`config.mk`:
```
export PLATFORM = sky130hd
export DESIGN_NAME = char_lcd_nibble_sequencer_unit
export DESIGN_NICKNAME = d
export VERILOG_FILES = /design/src/clns_pkg.sv /design/src/char_lcd_nibble_sequencer_unit.sv
export SDC_FILE = /design/constraint.sdc
export NUM_CORES = 1
export LEC_CHECK = 0
export CAP_MARGIN = 40
export CORE_ASPECT_RATIO = 1.75
export CORE_MARGIN = 4
export CORE_UTILIZATION = 47
export CTS_CLUSTER_DIAMETER = 60
export DETAILED_ROUTE_END_ITERATION = 6
export DONT_BUFFER_PORTS = 1
export SLEW_MARGIN = 20
export SYNTH_ARGS = -nofsm -noshare
export SYNTH_HDL_FRONTEND = slang
export SYNTH_SLANG_ARGS = --single-unit
```
`constraint.sdc`:
```
create_clock -name clk -period 2.2 [get_ports clk]
set_input_delay 0.11 -clock clk [delete_from_list [all_inputs] [get_ports clk]]
set_output_delay 0.11 -clock clk [all_outputs]
set_load 0.005 [all_outputs]
```
`src/clns_pkg.sv`:
```
package clns_pkg;

	localparam int CmdW       = 3;
	localparam int ByteW      = 8;
	localparam int NibW       = 4;
	localparam int WaitBeforeW = 8;
	localparam int WaitAfterW = 5;
	localparam int LongW      = 4;
	localparam int PhaseW     = 4;
	localparam int CfgIndexW  = 3;
	localparam int CfgDataW   = 8;
	localparam int StepW      = 4;

	typedef enum logic [CmdW-1:0] {
		CMD_INIT       = 3'd0,
		CMD_WRITE_INSTR = 3'd1,
		CMD_WRITE_CHAR = 3'd2,
		CMD_SET_CURSOR = 3'd3,
		CMD_CLEAR      = 3'd4
	} cmd_t;

	typedef enum logic [CfgIndexW-1:0] {
		REG_POWER_UP   = 3'd0,
		REG_WAKE_FIRST = 3'd1,
		REG_LONG_INSTR = 3'd2,
		REG_ENABLE_PHASE = 3'd3
	} reg_index_t;

	localparam logic [ByteW-1:0] INSTR_FUNCTION_SET = 8'h28;
	localparam logic [ByteW-1:0] INSTR_DISPLAY_ON   = 8'h0C;
	localparam logic [ByteW-1:0] INSTR_ENTRY_MODE   = 8'h06;
	localparam logic [ByteW-1:0] INSTR_CLEAR        = 8'h01;
	localparam logic [ByteW-1:0] INSTR_HOME         = 8'h02;
	localparam logic [ByteW-1:0] SECOND_LINE_BASE   = 8'h40;
	localparam logic [ByteW-1:0] SET_ADDRESS_FLAG   = 8'h80;
	localparam logic [NibW-1:0]  WAKE_NIBBLE        = 4'h3;
	localparam logic [NibW-1:0]  FOUR_BIT_NIBBLE    = 4'h2;

	localparam logic [StepW-1:0] INIT_LAST_STEP = 4'd11;
	localparam logic [StepW-1:0] BYTE_LAST_STEP = 4'd1;

	localparam logic [7:0] POWER_UP_RESET   = 8'd50;
	localparam logic [4:0] WAKE_FIRST_RESET = 5'd5;
	localparam logic [3:0] LONG_INSTR_RESET = 4'd2;
	localparam logic [3:0] ENABLE_PHASE_RESET = 4'd1;

	typedef struct packed {
		logic [CmdW-1:0]  command;
		logic [ByteW-1:0] data_byte;
		logic [1:0]       cursor_row;
		logic [5:0]       cursor_column;
	} in_word_t;

	typedef struct packed {
		logic                   register_select;
		logic [NibW-1:0]        data_nibble;
		logic [WaitBeforeW-1:0] wait_before_ms;
		logic [WaitAfterW-1:0]  wait_after_ms;
		logic                   last;
	} out_word_t;

	// nibble sent at a given init step: wake sequence, then four instruction bytes
	function automatic logic [NibW-1:0] init_nibble(input logic [StepW-1:0] step);
		logic [ByteW-1:0] b;
		case (step[StepW-1:1])
			3'd2:    b = INSTR_FUNCTION_SET;
			3'd3:    b = INSTR_DISPLAY_ON;
			3'd4:    b = INSTR_ENTRY_MODE;
			default: b = INSTR_CLEAR;
		endcase
		if (step == 4'd3)
			init_nibble = FOUR_BIT_NIBBLE;
		else if (step < 4'd3)
			init_nibble = WAKE_NIBBLE;
		else if (step[0])
			init_nibble = b[NibW-1:0];
		else
			init_nibble = b[ByteW-1:NibW];
	endfunction

endpackage

```
`src/char_lcd_nibble_sequencer_unit.sv`:
```
// channel | direction | handshake       | word
// in      | input     | in_valid/in_stall   | in_word_t: command, byte, row, column
// out     | output    | out_valid/out_stall | out_word_t: one enable strobe
// cfg     | input     | cfg_write           | cfg_index, cfg_data
//
// A request loads a step counter; one strobe word is built per cycle by the
// shared nibble/wait select while the output does not stall. The input is
// stalled from the accept edge until the last word is loaded: init gives
// twelve words and the other commands two, and an output stall prolongs it.
// Unknown commands are accepted while idle and give no word.
// Reset (arst_n low) clears control and returns config registers to their defaults.
module char_lcd_nibble_sequencer_unit
	import clns_pkg::*;
(
	input  logic                 clk,
	input  logic                 arst_n,
	input  logic                 in_valid,
	output logic                 in_stall,
	input  in_word_t             in_word,
	output logic                 out_valid,
	input  logic                 out_stall,
	output out_word_t            out_word,
	input  logic                 cfg_write,
	input  logic [CfgIndexW-1:0] cfg_index,
	input  logic [CfgDataW-1:0]  cfg_data
);

	typedef enum logic [1:0] {
		ST_IDLE = 2'b01,
		ST_RUN  = 2'b10
	} state_t;

	state_t               state_q;
	logic [StepW-1:0]     step_q;
	logic                 init_q;
	logic                 rs_q;
	logic [ByteW-1:0]     byte_q;
	logic [WaitAfterW-1:0] low_after_q;
	logic                 out_valid_q;
	out_word_t            out_q;

	logic [7:0]        power_up_q;
	logic [4:0]        wake_first_q;
	logic [LongW-1:0]  long_instr_q;
	logic [PhaseW-1:0] enable_phase_q;

	logic                  in_accept;
	logic                  emit;
	logic                  known_cmd;
	logic [ByteW-1:0]      req_byte;
	logic [ByteW-1:0]      cursor_addr;
	logic [WaitAfterW-1:0] req_low_after;
	logic [WaitAfterW-1:0] long_wait;
	logic [WaitAfterW-1:0] double_wait;
	out_word_t             strobe;
	logic                  strobe_last;

	assign in_stall  = (state_q != ST_IDLE);
	assign in_accept = in_valid && !in_stall;
	assign emit      = (state_q == ST_RUN) && (!out_valid_q || !out_stall);
	assign out_valid = out_valid_q;
	assign out_word  = out_q;

	assign long_wait   = {1'b0, long_instr_q};
	assign double_wait = {long_instr_q, 1'b0};
	assign cursor_addr = SET_ADDRESS_FLAG |
		(((in_word.cursor_row == 2'd1) ? SECOND_LINE_BASE : 8'h00) +
		{2'b00, in_word.cursor_column});

	always_comb begin
		known_cmd     = 1'b1;
		req_byte      = in_word.data_byte;
		req_low_after = '0;
		case (in_word.command)
			CMD_INIT: begin
				req_byte = INSTR_CLEAR;
			end
			CMD_WRITE_INSTR: begin
				if (in_word.data_byte == INSTR_CLEAR || in_word.data_byte == INSTR_HOME)
					req_low_after = long_wait;
			end
			CMD_WRITE_CHAR: begin
			end
			CMD_SET_CURSOR: begin
				req_byte = cursor_addr;
			end
			CMD_CLEAR: begin
				req_byte      = INSTR_CLEAR;
				req_low_after = double_wait;
			end
			default: begin
				known_cmd = 1'b0;
			end
		endcase
	end

	// shared strobe select
	always_comb begin
		strobe_last = init_q ? (step_q == INIT_LAST_STEP) : (step_q == BYTE_LAST_STEP);
		strobe.register_select = rs_q;
		strobe.wait_before_ms  = '0;
		strobe.wait_after_ms   = '0;
		strobe.last            = strobe_last;
		if (init_q) begin
			strobe.data_nibble = init_nibble(step_q);
			if (step_q == '0) begin
				strobe.wait_before_ms = power_up_q;
				strobe.wait_after_ms  = wake_first_q;
			end else if (step_q < 4'd4) begin
				strobe.wait_after_ms = 5'd1;
			end else if (strobe_last) begin
				strobe.wait_after_ms = double_wait;
			end
		end else begin
			strobe.data_nibble = step_q[0] ? byte_q[NibW-1:0] : byte_q[ByteW-1:NibW];
			if (step_q[0])
				strobe.wait_after_ms = low_after_q;
		end
	end

	always_ff @(posedge clk or negedge arst_n) begin
		if (!arst_n) begin
			state_q     <= ST_IDLE;
			step_q      <= '0;
			init_q      <= 1'b0;
			out_valid_q <= 1'b0;
		end else begin
			if (out_valid_q && !out_stall)
				out_valid_q <= 1'b0;
			case (state_q)
				ST_IDLE: begin
					if (in_accept && known_cmd) begin
						state_q <= ST_RUN;
						step_q  <= '0;
						init_q  <= (in_word.command == CMD_INIT);
					end
				end
				ST_RUN: begin
					if (emit) begin
						out_valid_q <= 1'b1;
						step_q      <= step_q + 4'd1;
						if (strobe_last)
							state_q <= ST_IDLE;
					end
				end
				default: begin
					state_q <= ST_IDLE;
				end
			endcase
		end
	end

	always_ff @(posedge clk) begin
		if (in_accept) begin
			rs_q        <= (in_word.command == CMD_WRITE_CHAR);
			byte_q      <= req_byte;
			low_after_q <= req_low_after;
		end
		if (emit)
			out_q <= strobe;
	end

	always_ff @(posedge clk or negedge arst_n) begin
		if (!arst_n) begin
			power_up_q     <= POWER_UP_RESET;
			wake_first_q   <= WAKE_FIRST_RESET;
			long_instr_q   <= LONG_INSTR_RESET;
			enable_phase_q <= ENABLE_PHASE_RESET;
		end else if (cfg_write) begin
			case (cfg_index)
				REG_POWER_UP:     power_up_q     <= cfg_data;
				REG_WAKE_FIRST:   wake_first_q   <= cfg_data[4:0];
				REG_LONG_INSTR:   long_instr_q   <= cfg_data[LongW-1:0];
				REG_ENABLE_PHASE: enable_phase_q <= cfg_data[PhaseW-1:0];
				default: begin
				end
			endcase
		end
	end

	// enable phase is stored but not used in this unit; it does not shape the words
	logic phase_unused;
	assign phase_unused = ^enable_phase_q;

endmodule
```
### Yosys cells after proc, flatten, opt, wreduce, memory -nomap -nowiden

Index checks and enable logic that the tools add are counted.

| word-level totals | value |
|---|---|
| register bits after elaboration | 58 |
| latch bits | 0 |
| bits in writable memories | 0 |
| memory bits (read-only) | 0 |
| input port bits | 35 |
| output and inout bits | 21 |
| logic and storage cells | 89 |
| memories | 0 |

| operators by class | value |
|---|---|
| add/subtract/negate cells | 2 |
| multipliers | 0 |
| div/mod/pow operators | 0 |
| order comparisons | 2 |
| equal/unequal tests | 21 |
| shift-type cells | 0 |
| multiplexer cells | 27 |
| bitwise logic cells | 0 |
| reductions and logical operators | 22 |

Operators with widths:

| kind | count |
|---|---|
| $mux 4 | 8 |
| $mux 5 | 5 |
| $pmux 6 s3 | 1 |
| $pmux 8 s2 | 1 |
| $eq 3x2->1 const B | 5 |
| $pmux 5 s2 | 1 |
| $reduce_and 2->1 | 5 |
| $eq 8x1->1 const B | 1 |
| $eq 8x2->1 const B | 1 |
| $pmux 4 s2 | 1 |
| $add 7x6->7 | 1 |
| $mux 7 | 1 |
| $eq 3x1->1 const B | 2 |
| $eq 3x3->1 const B | 2 |
| $logic_not 3->1 | 2 |
| $mux 2 | 3 |
| $ne 2x2->1 const B | 3 |
| $reduce_and 3->1 | 2 |
| $mux 1 | 5 |
| $reduce_or 5->1 | 1 |
| $add 4x1->4 const B | 1 |
| $eq 2x1->1 const B | 2 |
| $eq 4x1->1 const B | 1 |
| $eq 4x2->1 const B | 1 |
| other kinds (12) | 18 |

### Logic depth before layout (Yosys ltp)

Gate-level depths: netlist of run 1.

| logic depth | value |
|---|---|
| word-level depth | 6 |
| depth in mapped cells | 7 |
| gate-level depth less buffers | 5 |

### Worst setup path before layout of run 1

Ideal clock, no wire load.

| timing | value |
|---|---|
| path type | register to register |
| start point | register out_valid_q (netlist: out_valid) |
| end point | register out_q (netlist bit out_word[0]) (enable) |
| library setup time | 396 ps |
| data arrival time | 1554 ps |
| data required time | 1804 ps |
| path slack | 250 ps |
| cell stages (with the launch flop) | 4 |
| path buffers | 1 |
| cell sequence | dfrtp_1 -> and2_1 -> clkbuf_1 -> nor2_1 |

| on the way | value |
|---|---|
| cells in the longest elaborated chain, start to end | 3 |

Ends and longest elaborated chain:

| element | RTL line | RTL |
|---|---|---|
| start, declared | char_lcd_nibble_sequencer_unit.sv:39 | `logic out_valid_q;` |
| start signal, assigned | char_lcd_nibble_sequencer_unit.sv:126 | `out_valid_q <= 1'b0;` |
| start signal, assigned | char_lcd_nibble_sequencer_unit.sv:129 | `out_valid_q <= 1'b0;` |
| start signal, assigned | char_lcd_nibble_sequencer_unit.sv:140 | `out_valid_q <= 1'b1;` |
| $logic_not 1->1 | char_lcd_nibble_sequencer_unit.sv:60 | `assign emit = (state_q == ST_RUN) && (!out_valid_q \|\| !out_stall);` |
| $logic_or 1x1->1 | char_lcd_nibble_sequencer_unit.sv:60 |  |
| $logic_and 1x1->1 | char_lcd_nibble_sequencer_unit.sv:60 |  |
| named net emit | char_lcd_nibble_sequencer_unit.sv:48 | `logic emit;` |
| end signal, assigned | char_lcd_nibble_sequencer_unit.sv:160 | `out_q <= strobe;` |
| end, declared | char_lcd_nibble_sequencer_unit.sv:40 | `out_word_t out_q;` |

The timed path passes the listed nets, and every way through them passes these cells.
A chain may end at the register's enable or synchronous reset.

### Worst setup path after layout of run 1

| timing | value |
|---|---|
| start point | register step_q[1] |
| end point | register out_q (netlist bit out_word[7]) (data pin) |

| on the way | value |
|---|---|
| cells in the longest elaborated chain, start to end | 2 |

Ends and longest elaborated chain:

| element | RTL line | RTL |
|---|---|---|
| start, declared | char_lcd_nibble_sequencer_unit.sv:34 | `logic [StepW-1:0] step_q;` |
| start signal, assigned | char_lcd_nibble_sequencer_unit.sv:141 | `step_q <= step_q + 4'd1;` |
| $logic_not 4->1 | char_lcd_nibble_sequencer_unit.sv:106 | `if (step_q == '0) begin` |
| $reduce_and 2->1 (no line) | -- |  |

No other way between the ends.

==> key figures, run 1 <==
Status
  • Status: finished clean

Power and ir drop
  • Power Density: 1040 nW/µm²
  • VDD IR max: 487 µV
  • Logic gate share of total power: 21.2%
  • Cell Int Power: 2.33 mW
  • Switch Pwr: 0.916 mW
  • P_leak: 1.18 nW
  • Clock power share: 28.7%
  • Total power: 3.25 mW
  • Power share of the sequential group: 50.1%
  • Net switching fraction of the power: 28.2%

Logic synthesis
  • Syn_nets: 250
  • Top_reg_cell synth: edfxtp_1
  • Seq/Total Area, Yosys: 59.6%
  • #FFs+latches synth: 58
  • Post-synth EDFFs: 33
  • Cell taking the most area after synthesis: edfxtp_1
  • FFs w/ async S/R, synth: 43.1%
  • Synthesized cell area: 2730 µm²
  • Area contributors post-synth: edfxtp_1, dfrtp_1, mux2_2
  • Area share of the largest cell type after synthesis: 36.4%
  • Yosys cell types: 47
  • Gate Count Post-Synth: 213
  • Syn. warnings: 0
  • Avg Inst Size Synth: 12.8 µm²

Detailed routing
  • DRC viols: 0
  • DRT Wirelength: 5.31 mm
  • Vias: 1,761
  • Post-DRT Antenna Nets: 0
  • DR vias/cell: 5.72
  • Wirelength per Cell: 17.3 µm
  • DR pass1 iterations: 4
  • DR iter-0 viols: 96

STA
  • Final hold vios: 0
  • Post-route setup slack: 0.660 ns
  • FMAX: 649 MHz
  • Setup Skew: 0.00924 ns
  • Tmin final: 1.54 ns
  • Final Max Slew Viols: 0
  • RSZ-0062 raised after global routing: no
  • Finish-stage setup viols: 0
  • Final worst-path cycle share: 70.0%
  • Final TNS setup: 0 ns
  • Tightest Pin Transition: 0.652 ns
  • Worst relative slew slack: 56.4%

CTS
  • Clock root cell: clkbuf_8
  • Setup bufs post-CTS: 0
  • TritonCTS Buffers: 9
  • Reg clk slew, reported paths: 0.06 ns
  • CTS Buffer Depth: 2
  • Deepest level of the CTS H-tree: 3
  • Clock sinks: 58
  • Clock Latency Late Sink: 0.33 ns
  • Post-cts hold buffer count: 13
  • CTS tree: built
  • Post-cts gate resize count: 0

Worst setup path
  • Crit path DAT: 1.62 ns
  • Worst EP required: 2.28 ns
  • R2R Path End: out_word[7]$_SDFFCE_PN0P_
  • Startpoint types: register
  • Crit-path cells: inv_1 > ha_1 > and4bb_2 > and2_1
  • Crit. End Element: register
  • FF-to-FF path depth: 4
  • Crit Path Max Fanout: 12
  • R2R Path Start: step_q[1]$_DFFE_PN0P_
  • Setup CP Type: register to register
  • Reg-to-reg slack, setup: 0.66 ns
  • Slowest CP cell: dfrtp_1
  • Worst path max stage delay: 0.50 ns

GRT
  • GRT Util Overall: 16.3%
  • GRT Residual Overflow: 0
  • Vias in the first global route: 1,735
  • Largest net degree at the start of global routing: 26
  • First-pass GRT wire length: 8.49 mm
  • Antenna violations before repair: 0

Placed design
  • Placed Instances: 279
  • HPWL after DPL: 3.89 mm
  • Place WS: 0.662 ns
  • GPL Wtd Cong: 0.839
  • PortBufs: 0

Floorplan
  • Die extent in x: 65.6 µm
  • IO Count: 56
  • Die span in y: 109 µm
  • Core area: 5590 µm²
  • # rows: 36
  • Die area: 7130 µm²
  • Initial Util: 48.8%

Min path
  • WHS Path Cells: 2
  • Hold WC Path Type: input port to register
  • Sink of the worst hold path: byte_q[5]$_DFFE_PP_
  • Hold Path Origin: in_word[13]

Layout
  • N_diodes: 0
  • Area Overhead vs Synth: 14.1%
  • Layout Utilization: 55.7%
  • Final Instance Count excl. Fillers: 308
  • Nets: 264
  • Share of cells above drive strength 1: 22.4%

Flow run
  • Max-cap violations: 0
-- power groups by stage --
| stage | registers [mW] | clock network [mW] | logic (mW) |
|---|---|---|---|
| final | 1.63 | 0.932 | 0.689 |
| after global routing | 1.66 | 1.01 | 0.765 |
| after CTS | 1.63 | 0.958 | 0.702 |
| after detailed placement | 1.65 | 0 | 0.663 |
| after global placement | 1.64 | 0 | 0.644 |
| after floorplan | 1.57 | 0 | 0.563 |
-- Yosys cell counts, types with 2 or more instances --
library cell   n
nor2_1         3
inv_1          8
dfrtp_1       18
edfxtp_1      33
a32o_1         2
nand3_1        8
mux2_2        18
and4bb_2       3
ha_1           2
nor2b_1        6
a22o_1         5
dfstp_2        7
a21oi_1        3
nor3_1         3
nand2_1       14
o31ai_1        2
mux2i_1        2
buf_2          3
and2_1        12
a31oi_1        2
a22oi_1        6
o211ai_1       2
o21ai_0       11
clkbuf_1       8
o2bb2ai_1      2
nand2b_1       5
a32oi_1        4
a211oi_1       2
-- cell families after synthesis --
kind of cell	share of synthesized area, %
compound gates	12.2
xor+xnor	0.321
fa+ha+maj	0.918
buf+inv	3.44
flops	59.6
mux	8.17
simple gates	15.3
-- layout by cell type (no fill, tap or decap), types with 3 or more instances in the layout --
cell	n
a21oi_1	3
a22o_1	5
a22oi_1	6
a32oi_1	4
and2_1	12
and4bb_2	3
buf_4	3
clkbuf_1	3
clkbuf_8	10
dfrtp_1	18
dfstp_2	7
dlygate4sd3_1	12
edfxtp_1	33
inv_1	8
mux2_2	18
nand2_1	14
nand2b_1	5
nand3_1	8
nor2b_1	6
nor3_1	3
o21ai_0	11
-- critical path, delay by kind of cell, from the launching register on --
kind / cells / cell delay [ns]
fa+ha+maj: 1 / 0.20
buf+inv: 1 / 0.10
flops: 1 / 0.50
simple gates: 2 / 0.50
-- final cells by class --
class,count,area [µm²]
clock buffer,13,149
clock inverter,3,40.0
fill,476,2470
inverter,8,30.0
multi-input combinational,134,1010
sequential,58,1630
tap,76,95.1
timing repair buffer,16,163
-- sequential cells by signal, summed over array words and instances, names as in the netlist --
name / cells
out_word: 19
byte_q: 8
power_up_q: 8
low_after_q: 5
wake_first_q: 5
long_instr_q: 4
step_q: 4
state_q: 2
init_q: 1
out_valid: 1
rs_q: 1
-- through the flow --
stage          hold slack [ns]  cell area (µm²)
2_1_floorplan           -0.186             2730
3_3_place_gp            -0.185             2780
3_5_place_dp            -0.185             2780
4_1_cts                0.00175             3110
5_1_grt                0.00524             3110
6_report                0.0117             3110
-- routing by layer --
layer | vias to the layer above | wire length (µm) | part of all wire, % | track usage (%)
met5 | - | 0 | 0 | 0
met4 | 0 | 103 | 1.9 | 9.50
met3 | 10 | 281 | 5.3 | 3.92
met2 | 74 | 2960 | 56 | 29.1
met1 | 852 | 1970 | 37 | 17.0
li1 | 825 | - | - | -
-- how the worst max path moves through the flow --
stage | start | endpoint | slack, ns
6_report | step_q[1]$_DFFE_PN0P_ | out_word[7]$_SDFFCE_PN0P_ | 0.66
5_1_grt | step_q[1]$_DFFE_PN0P_ | out_word[9]$_SDFFCE_PN0P_ | 0.54
4_1_cts | step_q[1]$_DFFE_PN0P_ | out_word[9]$_SDFFCE_PN0P_ | 0.66
3_5_place_dp | step_q[1]$_DFFE_PN0P_ | out_word[9]$_SDFFCE_PN0P_ | 0.66
3_3_place_gp | step_q[0]$_DFFE_PN0P_ | out_word[9]$_SDFFCE_PN0P_ | 0.70
2_1_floorplan | out_valid$_DFF_PN0_ | out_word[0]$_DFFE_PP_ | 0.25
Note: power is estimated with default switching activity, not from simulation.
==> run 2: changes to the inputs <==
--- a/config.mk
+++ b/config.mk
@@ -5,6 +5,7 @@
 export SDC_FILE = /design/constraint.sdc
 export NUM_CORES = 1
 export LEC_CHECK = 0
+export ABC_AREA = 1
 export CAP_MARGIN = 40
 export CORE_ASPECT_RATIO = 1.75
 export CORE_MARGIN = 4
==> constraint.sdc (replaced) <==
create_clock -name clk -period 1.6 [get_ports clk]
set_input_delay 0.08 -clock clk [delete_from_list [all_inputs] [get_ports clk]]
set_output_delay 0.08 -clock clk [all_outputs]
set_load 0.005 [all_outputs]
==> run 2 against run 1 <==
Compared with the run above: synthesized cell count increased by 24%; via count rose by 6.9%; sequential cell count is the same; synthesized area fell by 3.3%; sequential power rose by 38%; global-route usage rose by 1.1 points; wire length increased by 0.51%; clock skew is 0.0017 ns lower; sequential share of layout area down 1.6 points; highest routed layer unchanged.
==> key figures, run 2 <==
Worst setup path
  • Worst EP required: 1.70 ns (-0.58 ns)
  • FF-to-FF path depth: 5 (+1)
  • Crit Path Max Fanout: 6 (-6)
  • Startpoint types: input port
  • Setup CP Type: input port to register
  • Crit path DAT: 1.60 ns (-0.02 ns)
  • Crit. End Element: register

GRT
  • Antenna violations before repair: 0 (unchanged)
  • Vias in the first global route: 1,810 (+4.3%)
  • GRT Util Overall: 17.3% (+1.1 points)
  • First-pass GRT wire length: 8.91 mm (+5.0%)
  • Largest net degree at the start of global routing: 26 (unchanged)
  • GRT Residual Overflow: 0 (unchanged)

Detailed routing
  • DRC viols: 0 (unchanged)
  • Vias: 1,883 (+6.9%)
  • Wirelength per Cell: 14.2 µm (-17%)
  • DRT Wirelength: 5.34 mm (+0.51%)
  • Post-DRT Antenna Nets: 0 (unchanged)
  • DR iter-0 viols: 54 (-44%)
  • DR vias/cell: 5.02 (-12%)
  • DR pass1 iterations: 4 (unchanged)

STA
  • Final Max Slew Viols: 0 (unchanged)
  • Final worst-path cycle share: 93.6%
  • RSZ-0062 raised after global routing: no
  • Worst relative slew slack: 70.9% (+15 points)
  • FMAX: 668 MHz
  • Tightest Pin Transition: 0.433 ns (-0.219 ns)
  • Final hold slack: 0.0111 ns (-0.000558 ns)
  • Final TNS setup: 0 ns (unchanged)
  • Setup Skew: 0.00753 ns (-0.00171 ns)
  • Tmin final: 1.50 ns
  • Finish-stage setup viols: 0 (unchanged)
  • Final hold vios: 0 (unchanged)

Logic synthesis
  • Syn. warnings: 0 (unchanged)
  • Most common cell in the netlist: inv_1
  • Top_reg_cell synth: edfxtp_1
  • Synthesized cell area: 2640 µm² (-3.3%)
  • Area contributors post-synth: edfxtp_1, dfrtp_1, dfstp_2
  • #FFs+latches synth: 58 (unchanged)
  • Cell taking the most area after synthesis: edfxtp_1
  • Gate Count Post-Synth: 264 (+24%)
  • Yosys cell types: 30 (-36%)
  • Area share of the largest cell type after synthesis: 37.6% (+1.2 points)
  • Avg Inst Size Synth: 9.98 µm² (-22%)
  • FFs w/ async S/R, synth: 43.1% (unchanged)
  • Post-synth EDFFs: 33 (unchanged)
  • Syn_nets: 301 (+20%)
  • Seq/Total Area, Yosys: 61.7% (+2.0 points)
  • Synth cell count leaders: inv_1, nand2_1, edfxtp_1

Min path
  • Hold WC Path Type: input port to register
  • WHS Path Cells: 2 (unchanged)

Placed design
  • HPWL after DPL: 3.97 mm (+2.0%)
  • PortBufs: 0 (unchanged)
  • GPL Wtd Cong: 0.859 (+2.4%)

Floorplan
  • Die extent in x: 64.6 µm (-1.5%)
  • Core area: 5340 µm² (-4.3%)
  • Die span in y: 107 µm (-1.5%)
  • IO Count: 56 (unchanged)
  • # rows: 35 (-2.8%)
  • Initial Util: 49.3% (+0.53 points)
  • Die area: 6920 µm² (-3.0%)

Layout
  • N_diodes: 0 (unchanged)
  • Area Overhead vs Synth: 21.8%
  • Filler instances: 473 (-0.63%)
  • Commonest cells after routing, fill and taps aside: inv_1, nand2_1, edfxtp_1, nand3_1, o21ai_0
  • Largest register FFs: 19 (unchanged)
  • Nets: 333 (+26%)
  • Share of cells above drive strength 1: 14.6% (-7.8 points)
  • Most common cell after layout, fill and taps aside: inv_1

Power and ir drop
  • VDD IR max: 870 µV (+78%)
  • Power Density: 1520 nW/µm² (+45%)
  • P_leak: 1.43 nW (+22%)

CTS
  • Clock root cell: clkbuf_8
  • CTS Buffer Depth: 2 (unchanged)
  • CTS tree: built
  • Clock sinks: 58 (unchanged)
  • Deepest level of the CTS H-tree: 3 (unchanged)
  • Reg clk slew, reported paths: 0.06 ns (about the same)
  • TritonCTS Buffers: 9 (unchanged)
  • Clock Latency Late Sink: 0.34 ns (about the same)

Flow run
  • Max-cap violations: 0 (unchanged)

Status
  • Status: finished clean
## run 2: changes by cell type after synthesis, sizes merged, moves of 16 or more
cell / before / now
nand3: 8 / 31
inv: 8 / 47
mux2: 18 / 0
nand2: 14 / 41
o21ai: 11 / 27
nor2: 3 / 27
## run 2: kinds of logic after synthesis
| group | count (synthesis) | synth area share, % |
|---|---|---|
| buffers and inverters | 51 | 7.55 |
| DFF | 58 | 61.7 |
| xor gates and xnor gates | 2 | 0.665 |
| adders and majority gates | 2 | 0.950 |
| and+or+nand+nor | 106 | 19.8 |
| AOI/OAI and AO/OA | 45 | 9.35 |
## run 2: layout make-up
| class | count | area, µm² | share of cell area [%] |
|---|---|---|---|
| sequential | 58 | 1630 | 50.6 |
| inverter | 47 | 176 | 5.50 |
| timing repair buffer | 25 | 260 | 8.11 |
| clock inverter | 3 | 40.0 | 1.25 |
| clock buffer | 13 | 201 | 6.28 |
| multi-input combinational | 155 | 813 | 25.3 |
| tap | 74 | 92.6 | 2.88 |
## run 2: path summary, 6_finish.rpt
kind                                        from                          end  slack [ns]
max reg2reg                step_q[1]$_DFFE_PN0P_        out_word[1]$_DFFE_PP_        0.19
min reg2reg                       rs_q$_DFFE_PP_       out_word[18]$_DFFE_PP_        0.41
min in group asynchronous                 arst_n        step_q[3]$_DFFE_PN0P_        0.21
max                                  in_word[16]          byte_q[0]$_DFFE_PP_        0.10
min                                  in_word[13]          byte_q[5]$_DFFE_PP_        0.01
max in group asynchronous                 arst_n  wake_first_q[2]$_DFFE_PN1P_        1.16
## run 2: report_power, final
group | internal, mW | switching (mW)
combinational | 0.389 | 0.692
sequential | 2.04 | 0.208
clock | 0.987 | 0.557
## run 2: per-layer routing
layer  vias to the layer above  global-route usage, %  part of all wire [%]
met4                         0                   7.41                   2.1
met2                        48                   29.1                    53
li1                        949                      -                     -
met1                       876                   20.1                    41
met5                         -                      0                     0
met3                        10                   5.56                   4.2
## run 2: critical path, stage by stage
cell	delay [ns]
dlygate4sd3_1	0.54
inv_1	0.08
nand2_4	0.09
nand2_2	0.10
o22ai_1	0.11
dlygate4sd3_1	0.56
inv_1	0.04
## run 2: repair_timing
action / CTS / global route
hold buffers: 20 / 0
resized for setup: 0 / 1
buffers inserted: 0 / 0
endpoints found under the hold margin: 52 / 0
setup endpoints to repair: 0 / 1
## run 2: per-stage QoR
stage	std cells	cell area, µm²	setup slack (ns)	util, %	power, mW
2_1_floorplan	264	2640	0.152	-	2.97
3_3_place_gp	339	2760	0.222	51.6	3.28
3_5_place_dp	339	2760	0.219	51.6	3.31
4_1_cts	375	3210	0.0635	60.0	4.92
5_1_grt	375	3210	0.0103	60.1	5.16
6_report	375	3210	0.103	60.1	4.87
==> run 3: changes to the inputs <==
--- a/config.mk
+++ b/config.mk
@@ -5,7 +5,6 @@
 export SDC_FILE = /design/constraint.sdc
 export NUM_CORES = 1
 export LEC_CHECK = 0
-export ABC_AREA = 1
 export CAP_MARGIN = 40
 export CORE_ASPECT_RATIO = 1.75
 export CORE_MARGIN = 4
==> run 3 against run 2 <==
Compared with the run above: sequential share of layout area hardly changed; worst setup slack better by 0.015 ns; die area is 3.1% higher; wire length is 4.3% higher; count of clock-buffer cells in the layout is 1 lower.
==> key figures, run 3 (synthesized netlist as in run 1, its figures left out) <==
Status
  • Status: finished clean

STA
  • Tightest Pin Transition: 0.609 ns (+0.176 ns)
  • Final hold slack: 0.0159 ns (+0.00479 ns)
  • Final TNS setup: 0 ns (unchanged)
  • FMAX: 675 MHz (+1.0%)
  • RSZ-0062 raised after global routing: no
  • Worst relative slew slack: 59.2% (-12 points)
  • Final hold vios: 0 (unchanged)
  • Finish-stage setup viols: 0 (unchanged)
  • Final Max Slew Viols: 0 (unchanged)
  • Setup Skew: 0.00994 ns (+0.00241 ns)
  • Tmin final: 1.48 ns (-0.0154 ns)
  • Final worst-path cycle share: 92.6% (-0.96 points)

Detailed routing
  • DR vias/cell: 5.66 (+13%)
  • DR pass1 iterations: 4 (unchanged)
  • DRT Wirelength: 5.57 mm (+4.3%)
  • DRC viols: 0 (unchanged)
  • DR iter-0 viols: 99 (+83%)
  • Wirelength per Cell: 17.5 µm (+23%)
  • Vias: 1,799 (-4.5%)
  • Post-DRT Antenna Nets: 0 (unchanged)

Worst setup path
  • Startpoint types: register
  • FF-to-FF path depth: 4 (-1)
  • Setup CP Type: register to register
  • CP startpoint: step_q[1]$_DFFE_PN0P_
  • Crit path DAT: 1.57 ns (-0.03 ns)
  • R2R Path Start: step_q[1]$_DFFE_PN0P_
  • Worst EP required: 1.69 ns (about the same)
  • Crit Path Max Fanout: 12 (+6)
  • Crit. End Element: register

Power and ir drop
  • Power Density: 1400 nW/µm² (-7.9%)
  • VDD IR max: 603 µV (-31%)
  • Total power: 4.49 mW (-7.9%)
  • P_leak: 1.22 nW (-15%)

GRT
  • Vias in the first global route: 1,925 (+6.4%)
  • First-pass GRT wire length: 9.30 mm (+4.3%)
  • GRT Residual Overflow: 0 (unchanged)
  • Antenna violations before repair: 0 (unchanged)
  • GRT Util Overall: 17.2% (-0.098 points)
  • Largest net degree at the start of global routing: 26 (unchanged)

Layout
  • Most common cell after layout, fill and taps aside: edfxtp_1
  • N_diodes: 0 (unchanged)
  • Multi-input gate area: 1010 µm² (+25%)
  • Register Area: 1630 µm² (about the same)
  • Share of cells above drive strength 1: 24.0% (+9.3 points)
  • Nets: 274 (-18%)
  • Largest register FFs: 19 (unchanged)
  • Layout Utilization: 57.5% (-2.6 points)
  • Area Overhead vs Synth: 17.8%
  • Commonest cells after routing, fill and taps aside: edfxtp_1, dlygate4sd3_1, mux2_2, dfrtp_1, nand2_1
  • Final Instance Count excl. Fillers: 318 (-15%)
  • Filler instances: 468 (-1.1%)

CTS
  • CTS Buffer Depth: 2 (unchanged)
  • Clock sinks: 58 (unchanged)
  • Reg clk slew, reported paths: 0.07 ns (about the same)
  • Setup bufs post-CTS: 0 (unchanged)
  • TritonCTS Buffers: 9 (unchanged)
  • Deepest level of the CTS H-tree: 3 (unchanged)
  • Clock Latency Late Sink: 0.33 ns (about the same)
  • CTS tree: built
  • Clock root cell: clkbuf_8

Floorplan
  • Die span in y: 109 µm (+1.6%)
  • IO Count: 56 (unchanged)
  • Die area: 7130 µm² (+3.1%)
  • Initial Util: 48.8% (-0.53 points)
  • Die extent in x: 65.6 µm (+1.5%)
  • # rows: 36 (+2.9%)
  • Core area: 5590 µm² (+4.5%)

Min path
  • WHS Path Cells: 1 (-1)
  • Hold WC Path Type: input port to register
  • Hold Path Origin: in_word[8]

Placed design
  • PortBufs: 0 (unchanged)
  • GPL Wtd Cong: 0.836 (-2.7%)
  • Placed Instances: 282 (-17%)
  • HPWL after DPL: 3.87 mm (-2.6%)

Flow run
  • Max-cap violations: 0 (unchanged)
## run 3: metrics by stage
step / cell area [µm²] / worst slack [ns]
CTS: 3210 / 0.0679
finish: 3210 / 0.118
floorplan: 2730 / 0.0970
detailed placement: 2810 / 0.0650
global placement: 2810 / 0.148
global route: 3210 / 0.0362
## run 3: area by class of cell
class / instances / share of cell area, %
repair buffers: 26 / 7.95
clock buffers: 12 / 5.18
multi-input cells: 134 / 31.6
flip-flops and latches: 58 / 50.7
inverters: 8 / 0.935
clock inverters: 4 / 0.740
well taps: 76 / 2.96
## run 3: power by group
group	switching, mW	leakage [nW]	internal (mW)
Combinational	0.573	0.510	0.465
Sequential	0.171	0.611	2.03
Clock	0.559	0.101	0.693
## run 3: metal layers
layer / GRT usage [%] / up-vias / wire length (µm)
met2: 32.1 / 81 / 3080
met3: 3.40 / 8 / 281
met1: 18.0 / 870 / 2110
met5: 0 / - / 0
met4: 8.61 / 0 / 93
li1: - / 840 / -
## run 3: critical path: stages, from the launching register on
cell,delay [ns]
dfrtp_1,0.45
inv_1,0.09
ha_1,0.19
and4bb_2,0.32
and2_1,0.19
## run 3: worst paths after layout
kind                                                     to  slack, ns
worst max-delay path             out_word[13]$_SDFFCE_PN0P_       0.12
worst max register to register   out_word[13]$_SDFFCE_PN0P_       0.12
min in group asynchronous         power_up_q[6]$_DFFE_PN0P_       0.18
worst min-delay path                    byte_q[0]$_DFFE_PP_       0.02
max in group asynchronous       wake_first_q[0]$_DFFE_PN1P_       1.18
worst min register to register       out_word[18]$_DFFE_PP_       0.42
## run 3: what timing repair did
item,4_1_cts,5_1_grt
endpoints found under the setup margin,0,1
hold buffers,20,0
endpoints found under the hold margin,52,0
resized for setup,0,1
